`src/rtl/pid_line_follow_drive_defines.svh`:
```
// Assertion macros for the line follow drive block.
`ifndef PID_LINE_FOLLOW_DRIVE_DEFINES_SVH
`define PID_LINE_FOLLOW_DRIVE_DEFINES_SVH

`ifndef ASSERT_OFF
`define PLD_ASSERT(lbl, clk, rstn, prop) \
    lbl: assert property (@(posedge clk) disable iff (!rstn) prop) \
        else $error("assertion failed");
`define PLD_ASSERT_RST(lbl, clk, prop) \
    lbl: assert property (@(posedge clk) prop) \
        else $error("assertion failed during reset");
`else
`define PLD_ASSERT(lbl, clk, rstn, prop)
`define PLD_ASSERT_RST(lbl, clk, prop)
`endif

`endif

```
`src/rtl/pld_pkg.sv`:
```
package pld_pkg;

    localparam int CFG_IDX_W = 3;
    localparam int CFG_DATA_W = 32;
    localparam int DRIVE_W = 12;
    localparam int SUM_W = 20;
    localparam int ERR_W = 11;

    localparam logic [30:0] TARGET_RESET = 31'h7FFF_FFFF;
    localparam logic [9:0] THRESHOLD_RESET = 10'd800;
    localparam logic signed [11:0] SPEED_RESET = 12'sd1000;
    localparam logic [15:0] GAIN_P_RESET = 16'd614;
    localparam logic [15:0] GAIN_I_RESET = 16'd26;
    localparam logic [15:0] GAIN_D_RESET = 16'd2099;

    typedef enum logic [CFG_IDX_W-1:0] {
        REG_TARGET_DISTANCE  = 3'd0,
        REG_SENSOR_THRESHOLD = 3'd1,
        REG_BASE_SPEED       = 3'd2,
        REG_GAIN_P           = 3'd3,
        REG_GAIN_I           = 3'd4,
        REG_GAIN_D           = 3'd5
    } cfg_idx_t;

    typedef struct packed {
        logic [30:0]        target_distance;
        logic [9:0]         sensor_threshold;
        logic signed [11:0] base_speed;
        logic [15:0]        gain_p;
        logic [15:0]        gain_i;
        logic [15:0]        gain_d;
    } cfg_t;

    typedef struct packed {
        logic [9:0]         sensor_sample;
        logic signed [31:0] left_ticks;
        logic signed [31:0] right_ticks;
    } item_t;

    typedef struct packed {
        logic signed [DRIVE_W-1:0] left_drive;
        logic signed [DRIVE_W-1:0] right_drive;
        logic                      reached;
    } result_t;

endpackage

```
`src/rtl/pld_cfg.sv`:
```
module pld_cfg (
    input  logic                          aclk,
    input  logic                          aresetn,
    input  logic                          wr_en,
    input  logic [pld_pkg::CFG_IDX_W-1:0] wr_index,
    input  logic [pld_pkg::CFG_DATA_W-1:0] wr_data,
    output pld_pkg::cfg_t                 cfg
);
    import pld_pkg::*;

    cfg_t cfg_reg;
    cfg_t cfg_next;

    always_comb begin
        cfg_next = cfg_reg;
        if (wr_en) begin
            case (wr_index)
                REG_TARGET_DISTANCE:  cfg_next.target_distance = wr_data[30:0];
                REG_SENSOR_THRESHOLD: cfg_next.sensor_threshold = wr_data[9:0];
                REG_BASE_SPEED:       cfg_next.base_speed = $signed(wr_data[11:0]);
                REG_GAIN_P:           cfg_next.gain_p = wr_data[15:0];
                REG_GAIN_I:           cfg_next.gain_i = wr_data[15:0];
                REG_GAIN_D:           cfg_next.gain_d = wr_data[15:0];
                default:              cfg_next = cfg_reg;
            endcase
        end
    end

    always_ff @(posedge aclk) begin
        if (!aresetn) begin
            cfg_reg.target_distance <= TARGET_RESET;
            cfg_reg.sensor_threshold <= THRESHOLD_RESET;
            cfg_reg.base_speed <= SPEED_RESET;
            cfg_reg.gain_p <= GAIN_P_RESET;
            cfg_reg.gain_i <= GAIN_I_RESET;
            cfg_reg.gain_d <= GAIN_D_RESET;
        end else begin
            cfg_reg <= cfg_next;
        end
    end

    assign cfg = cfg_reg;

endmodule

```
`src/rtl/pld_math.sv`:
```
module pld_math (
    input  logic             aclk,
    input  logic             aresetn,
    input  logic             step,
    input  pld_pkg::item_t   item,
    input  pld_pkg::cfg_t    cfg,
    output pld_pkg::result_t res
);
    import pld_pkg::*;

    logic signed [SUM_W-1:0] sum_reg;
    logic signed [SUM_W-1:0] sum_next;
    logic signed [ERR_W-1:0] prev_reg;
    logic signed [ERR_W-1:0] prev_next;

    logic signed [31:0]      tgt_s;
    logic                    reached;
    logic signed [ERR_W-1:0] err;
    logic signed [22:0]      seven;
    logic signed [SUM_W-1:0] leak;
    logic signed [SUM_W:0]   isum_w;
    logic signed [SUM_W-1:0] isum;
    logic signed [11:0]      diff;
    logic signed [27:0]      prod_p;
    logic signed [28:0]      prod_d;
    logic signed [36:0]      prod_i;
    logic signed [39:0]      acc;
    logic signed [27:0]      turn;
    logic signed [28:0]      ld_w;
    logic signed [28:0]      rd_w;
    logic signed [DRIVE_W-1:0] ld;
    logic signed [DRIVE_W-1:0] rd;

    always_comb begin
        tgt_s = $signed({1'b0, cfg.target_distance});
        reached = (item.left_ticks >= tgt_s) || (item.right_ticks >= tgt_s);

        err = $signed({1'b0, item.sensor_sample}) - $signed({1'b0, cfg.sensor_threshold});

        // leak by 7/8, truncating toward zero
        seven = (23'(sum_reg) <<< 3) - 23'(sum_reg);
        leak = SUM_W'((seven + (seven[22] ? 23'sd7 : 23'sd0)) >>> 3);
        isum_w = 21'(leak) + (21'(err) <<< 4);
        if (isum_w > 21'sd524287) begin
            isum = 20'sd524287;
        end else if (isum_w < -21'sd524288) begin
            isum = -20'sd524288;
        end else begin
            isum = SUM_W'(isum_w);
        end

        diff = 12'(err) - 12'(prev_reg);

        prod_p = 28'($signed({1'b0, cfg.gain_p})) * 28'(err);
        prod_d = 29'($signed({1'b0, cfg.gain_d})) * 29'(diff);
        prod_i = 37'($signed({1'b0, cfg.gain_i})) * 37'(isum);
        acc = ((40'(prod_p) + 40'(prod_d)) <<< 4) + 40'(prod_i);
        turn = 28'((acc + (acc[39] ? 40'sd4095 : 40'sd0)) >>> 12);

        ld_w = 29'(cfg.base_speed) - 29'(turn);
        rd_w = 29'(cfg.base_speed) + 29'(turn);
        if (ld_w > 29'sd1500) begin
            ld = 12'sd1500;
        end else if (ld_w < -29'sd1500) begin
            ld = -12'sd1500;
        end else begin
            ld = DRIVE_W'(ld_w);
        end
        if (rd_w > 29'sd1500) begin
            rd = 12'sd1500;
        end else if (rd_w < -29'sd1500) begin
            rd = -12'sd1500;
        end else begin
            rd = DRIVE_W'(rd_w);
        end

        // hold state on a reached tick or when not stepping
        sum_next = sum_reg;
        prev_next = prev_reg;
        if (step && !reached) begin
            sum_next = isum;
            prev_next = err;
        end

        res.reached = reached;
        res.left_drive = reached ? '0 : ld;
        res.right_drive = reached ? '0 : rd;
    end

    always_ff @(posedge aclk) begin
        if (!aresetn) begin
            sum_reg <= '0;
            prev_reg <= '0;
        end else begin
            sum_reg <= sum_next;
            prev_reg <= prev_next;
        end
    end

endmodule

```
`src/rtl/pid_line_follow_drive.sv`:
```
// Channel  Direction  Ports                                               Transfer
// s_       in         s_sensor_sample s_left_ticks s_right_ticks          s_valid && s_ready
// m_       out        m_left_drive m_right_drive m_reached                m_valid && m_ready
// cfg_     in         cfg_index cfg_data                                  cfg_valid && cfg_ready
//
// One item per cycle while m_ready is high; m_valid rises once an item leaves the input register.
// The PID arithmetic runs in one pass between the input register and the result register.
// Reset clears the state, the valid flags and loads the register defaults.
// A stall on m_ready holds the result; the input register still takes one more item.
// cfg_ready is always high.
`include "pid_line_follow_drive_defines.svh"

module pid_line_follow_drive (
    input  logic                           aclk,
    input  logic                           aresetn,
    input  logic                           s_valid,
    output logic                           s_ready,
    input  logic [9:0]                     s_sensor_sample,
    input  logic signed [31:0]             s_left_ticks,
    input  logic signed [31:0]             s_right_ticks,
    output logic                           m_valid,
    input  logic                           m_ready,
    output logic signed [11:0]             m_left_drive,
    output logic signed [11:0]             m_right_drive,
    output logic                           m_reached,
    input  logic                           cfg_valid,
    output logic                           cfg_ready,
    input  logic [pld_pkg::CFG_IDX_W-1:0]  cfg_index,
    input  logic [pld_pkg::CFG_DATA_W-1:0] cfg_data
);
    import pld_pkg::*;

    cfg_t    cfg;
    item_t   in_reg;
    logic    in_vld_reg;
    logic    in_vld_next;
    result_t out_reg;
    logic    out_vld_reg;
    logic    out_vld_next;
    result_t res;
    logic    adv;
    logic    s_xfer;
    logic    step;
    logic    drive_in_range;

    assign cfg_ready = 1'b1;

    pld_cfg u_cfg (
        .aclk     (aclk),
        .aresetn  (aresetn),
        .wr_en    (cfg_valid && cfg_ready),
        .wr_index (cfg_index),
        .wr_data  (cfg_data),
        .cfg      (cfg)
    );

    pld_math u_math (
        .aclk    (aclk),
        .aresetn (aresetn),
        .step    (step),
        .item    (in_reg),
        .cfg     (cfg),
        .res     (res)
    );

    always_comb begin
        adv = !out_vld_reg || m_ready;
        s_ready = !in_vld_reg || adv;
        s_xfer = s_valid && s_ready;
        step = adv && in_vld_reg;
        in_vld_next = s_xfer ? 1'b1 : (adv ? 1'b0 : in_vld_reg);
        out_vld_next = adv ? in_vld_reg : out_vld_reg;
    end

    always_ff @(posedge aclk) begin
        if (!aresetn) begin
            in_vld_reg <= 1'b0;
            out_vld_reg <= 1'b0;
        end else begin
            in_vld_reg <= in_vld_next;
            out_vld_reg <= out_vld_next;
        end
    end

    always_ff @(posedge aclk) begin
        if (s_xfer) begin
            in_reg.sensor_sample <= s_sensor_sample;
            in_reg.left_ticks <= s_left_ticks;
            in_reg.right_ticks <= s_right_ticks;
        end
        if (step) begin
            out_reg <= res;
        end
    end

    assign m_valid = out_vld_reg;
    assign m_left_drive = out_reg.left_drive;
    assign m_right_drive = out_reg.right_drive;
    assign m_reached = out_reg.reached;

    assign drive_in_range = (m_left_drive <= 12'sd1500) && (m_left_drive >= -12'sd1500)
        && (m_right_drive <= 12'sd1500) && (m_right_drive >= -12'sd1500);

    `PLD_ASSERT(a_reached_zero, aclk, aresetn, m_valid && m_reached |-> {m_left_drive, m_right_drive} == '0)
    `PLD_ASSERT(a_drive_range, aclk, aresetn, m_valid |-> drive_in_range)
    `PLD_ASSERT(a_ready_when_empty, aclk, aresetn, !out_vld_reg |-> s_ready)
    `PLD_ASSERT_RST(a_reset_empty, aclk, !aresetn |=> !m_valid && !in_vld_reg)

endmodule
```
`config.mk`:
```
export PLATFORM = sky130hd
export DESIGN_NAME = pid_line_follow_drive
export DESIGN_NICKNAME = d
export VERILOG_FILES = /design/src/rtl/pld_pkg.sv /design/src/rtl/pld_cfg.sv /design/src/rtl/pld_math.sv /design/src/rtl/pid_line_follow_drive.sv
export VERILOG_INCLUDE_DIRS = /design/src /design/src/rtl
export SDC_FILE = /design/constraint.sdc
export NUM_CORES = 2
export LEC_CHECK = 0
export ABC_CLOCK_PERIOD_IN_PS = 47000
export BUFFER_PORTS_ARGS = -buffer_cell sky130_fd_sc_hd__buf_2
export CORE_MARGIN = 10
export CORE_UTILIZATION = 30
export CTS_CLUSTER_SIZE = 8
export DETAILED_ROUTE_END_ITERATION = 6
export PLACE_DENSITY = 0.53
export SYNTH_ARGS = -nofsm -noshare
export SYNTH_HDL_FRONTEND = slang
export SYNTH_SLANG_ARGS = --single-unit
```
`constraint.sdc`:
```
create_clock -name aclk -period 47 [get_ports aclk]
set_input_delay 9.4 -clock aclk [delete_from_list [all_inputs] [get_ports aclk]]
set_output_delay 9.4 -clock aclk [all_outputs]
set_load 0.005 [all_outputs]
```
==> results by group <==
Status
  – Status: finished, violations left
  – Failing checks: DRC

Clocking
  – Hold_buf cts: 0
  – CTS tree: done
  – CTS Buf Count: 36
  – Clock buffer depth: 3
  – Insertion delay of the later-clocked pin in the worst-skew pair: 0.58 ns
  – Root buf cell: clkbuf_16
  – Number of H-tree levels: 2
  – Clk sinks: 233
  – PostCTS Resize Cnt: 0
  – Post-CTS setup buffer count: 0
  – Worst-path clk slew: 0.05 ns

Synthesis
  – Synthesized area per cell: 8.70 um2
  – Yosys top cell area share: 31.8%
  – Top FF cell, synth: dfxtp_1
  – Post-synth EDFFs: 99
  – Most frequent cells after synthesis: 1015 x inv_1, 721 x nand2_1, 687 x fa_1
  – Synth area leader: fa_1
  – Synthesis Warnings: 0
  – Mapped Cells: 4975
  – Synth top area cells: fa_1 32%, ha_1 12%, inv_1 8.8%
  – Multiplexer share of the synthesized area: 0.292%
  – Simple-gate share of the synthesized area: 17.1%
  – Main combinational cell family by area after synthesis: adder cells
  – Syn Nets: 6194
  – Post-synthesis sequential area ratio: 13.1%
  – Compound-Gate Fraction of Synth Area: 11.2%
  – Most frequent cell after synthesis: inv_1
  – Post-synthesis async set-or-reset flop share: 0%
  – Syn Std Cell Area: 43300 um2
  – Post-synth cell types: 110
  – #FFs+latches synth: 233
  – Post-Synth XOR/XNOR Area: 4.02%
  – Post-synthesis adder-cell area fraction: 43.8%

Setup path
  – R2R setup slack: 24.77 ns
  – Worst reg2reg endpoint: m_right_drive[10]$_SDFFCE_PP0P_
  – WP data arrival: 22.48 ns
  – CP max FO: 21
  – Crit path largest cell delay: 0.65 ns
  – Critical Path Sink Type: flip-flop
  – Critical path's most frequent cell: fa_1
  – Critical path's slowest cell: a211oi_4
  – Crit path launch type: flip-flop
  – R2R depth: 73
  – WP data required: 47.25 ns
  – RR Startpoint: in_reg[64]$_DFFE_PP_
  – Crit path kind: reg -> reg

Timing
  – Minimum hold slack: 0.468 ns
  – Max-slew violations: 0
  – Max_slew headroom: 19.5%
  – # setup viols final: 0
  – Worst-margin pin slew: 1.21 ns
  – Fmax: 45.0 MHz
  – Fin Setup TNS: 0 ns
  – Worst clock skew: 0.0462 ns
  – Final Hold Fails: 0
  – Fin crit share: 47.3%
  – Final min period: 22.23 ns
  – RSZ-0062 raised after global routing: no

Floorplan
  – Die Ht: 400 um
  – Die area: 160000 um2
  – Rows: 139
  – IO Pins: 142
  – Die W: 400 um
  – Starting Density: 30.2%
  – Core area: 143000 um2

Global routing
  – Largest net degree at the start of global routing: 94
  – Met2 Usage GRT: 25.3%
  – GRT met3 Usage: 2.39%
  – Vias in the first global route: 34200
  – All-layer global routing usage: 15.4%
  – GRT overflow: 0
  – Met1 Use GR: 21.1%
  – First-pass GRT wire length: 195 mm
  – Antenna violations before repair: 10
  – Busiest grt layer: met2

Final layout
  – Nets: 6246
  – Fill count: 15000
  – Layout area overhead: 9.19%
  – Share of post-route cells with drive strength above 1: 6.59%
  – Max reg flops: 101
  – Reg area: 5660 um2
  – Multi-input gate area: 33200 um2

Min path
  – Hold Startpoint: u_cfg.cfg[64]$_SDFFE_PN0P_
  – Endpoint of the worst hold path: u_cfg.cfg[64]$_SDFFE_PN0P_
  – WHS Path Cells: 2
  – HP Class: reg -> reg

Place
  – DP HPWL: 99.9 mm
  – Placer Congestion: 0.878
  – Port-buffer cells: 139

Run
  – Max cap viols: 0

Routing
  – Antenna viol nets, final: 0
  – Routed len/inst: 17.7 um
  – Final WL: 123 mm
  – Via count: 33300
  – Initial DRC Count: 1935
  – DR vias/cell: 4.78
  – DR DRC count: 12
  – DR pass1 iterations: 7
area by class of cell:
cell class / count / area share, %
diodes: 1 / 0.00529
inverters: 1022 / 8.11
repair buffers: 193 / 2.33
well taps: 1903 / 5.04
clock inverters: 4 / 0.169
flip-flops and latches: 233 / 12.0
multi-input cells: 3541 / 70.2
clock buffers: 58 / 2.17
critical path, delay by kind of cell (launching register included):
kind | cells | cell delay (ns)
and+or+nand+nor | 8 | 2.36
DFF | 1 | 0.35
adders and majority gates | 19 | 8.76
buffers and inverters | 11 | 1.47
AOI/OAI and AO/OA | 33 | 8.19
xor gates and xnor gates | 2 | 0.67
per-stage QoR:
| step | area, um2 | worst slack [ns] | cells | util, % |
|---|---|---|---|---|
| after floorplan | 43300 | 27.58 | 4975 | - |
| after global placement | 46200 | 24.94 | 6892 | 32.2 |
| after detailed placement | 46200 | 24.88 | 6892 | 32.2 |
| after CTS | 47300 | 24.78 | 6954 | 32.9 |
| after global routing | 47300 | 23.48 | 6955 | 32.9 |
| final | 47300 | 24.77 | 6955 | 32.9 |
worst max-delay path by stage:
stage,start,to,cells past startpoint
6_report,in_reg[64]$_DFFE_PP_,m_right_drive[10]$_SDFFCE_PP0P_,73
3_3_place_gp,in_reg[64]$_DFFE_PP_,m_right_drive[10]$_SDFFCE_PP0P_,76
3_5_place_dp,in_reg[64]$_DFFE_PP_,m_right_drive[10]$_SDFFCE_PP0P_,77
2_1_floorplan,in_reg[64]$_DFFE_PP_,m_left_drive[5]$_SDFFCE_PP0P_,80
5_1_grt,in_reg[64]$_DFFE_PP_,m_right_drive[10]$_SDFFCE_PP0P_,75
4_1_cts,in_reg[64]$_DFFE_PP_,m_right_drive[10]$_SDFFCE_PP0P_,77
kinds of logic (layout without fill, tap and decap cells):
group           count (synthesis)  after routing
simple gates                 1525           1525
buf+inv                      1201           1277
fa+ha+maj                    1105           1105
compound gates                700            700
flops                         233            233
xor+xnor                      198            198
mux                            12             12
other cells                     1              2
per-layer routing:
metal	wire length, um	part of all wire (%)
met1	56000	46
met2	56900	46
met3	6970	5.7
met4	3050	2.5
met5	39	0.032
placed cells by master, fill, tap and decap left out, types with 73 or more instances in the layout:
cell	instances
a21o_1	79
edfxtp_1	99
dfxtp_1	133
a21oi_1	166
o21ai_0	96
nor2_1	162
fa_1	687
nand2b_1	73
and2_1	224
buf_2	138
nand2_1	721
ha_1	418
inv_1	1015
xnor2_1	131
Power is not shown: default switching activity piles up to over one toggle a cycle in this logic, so the estimate is an artifact.
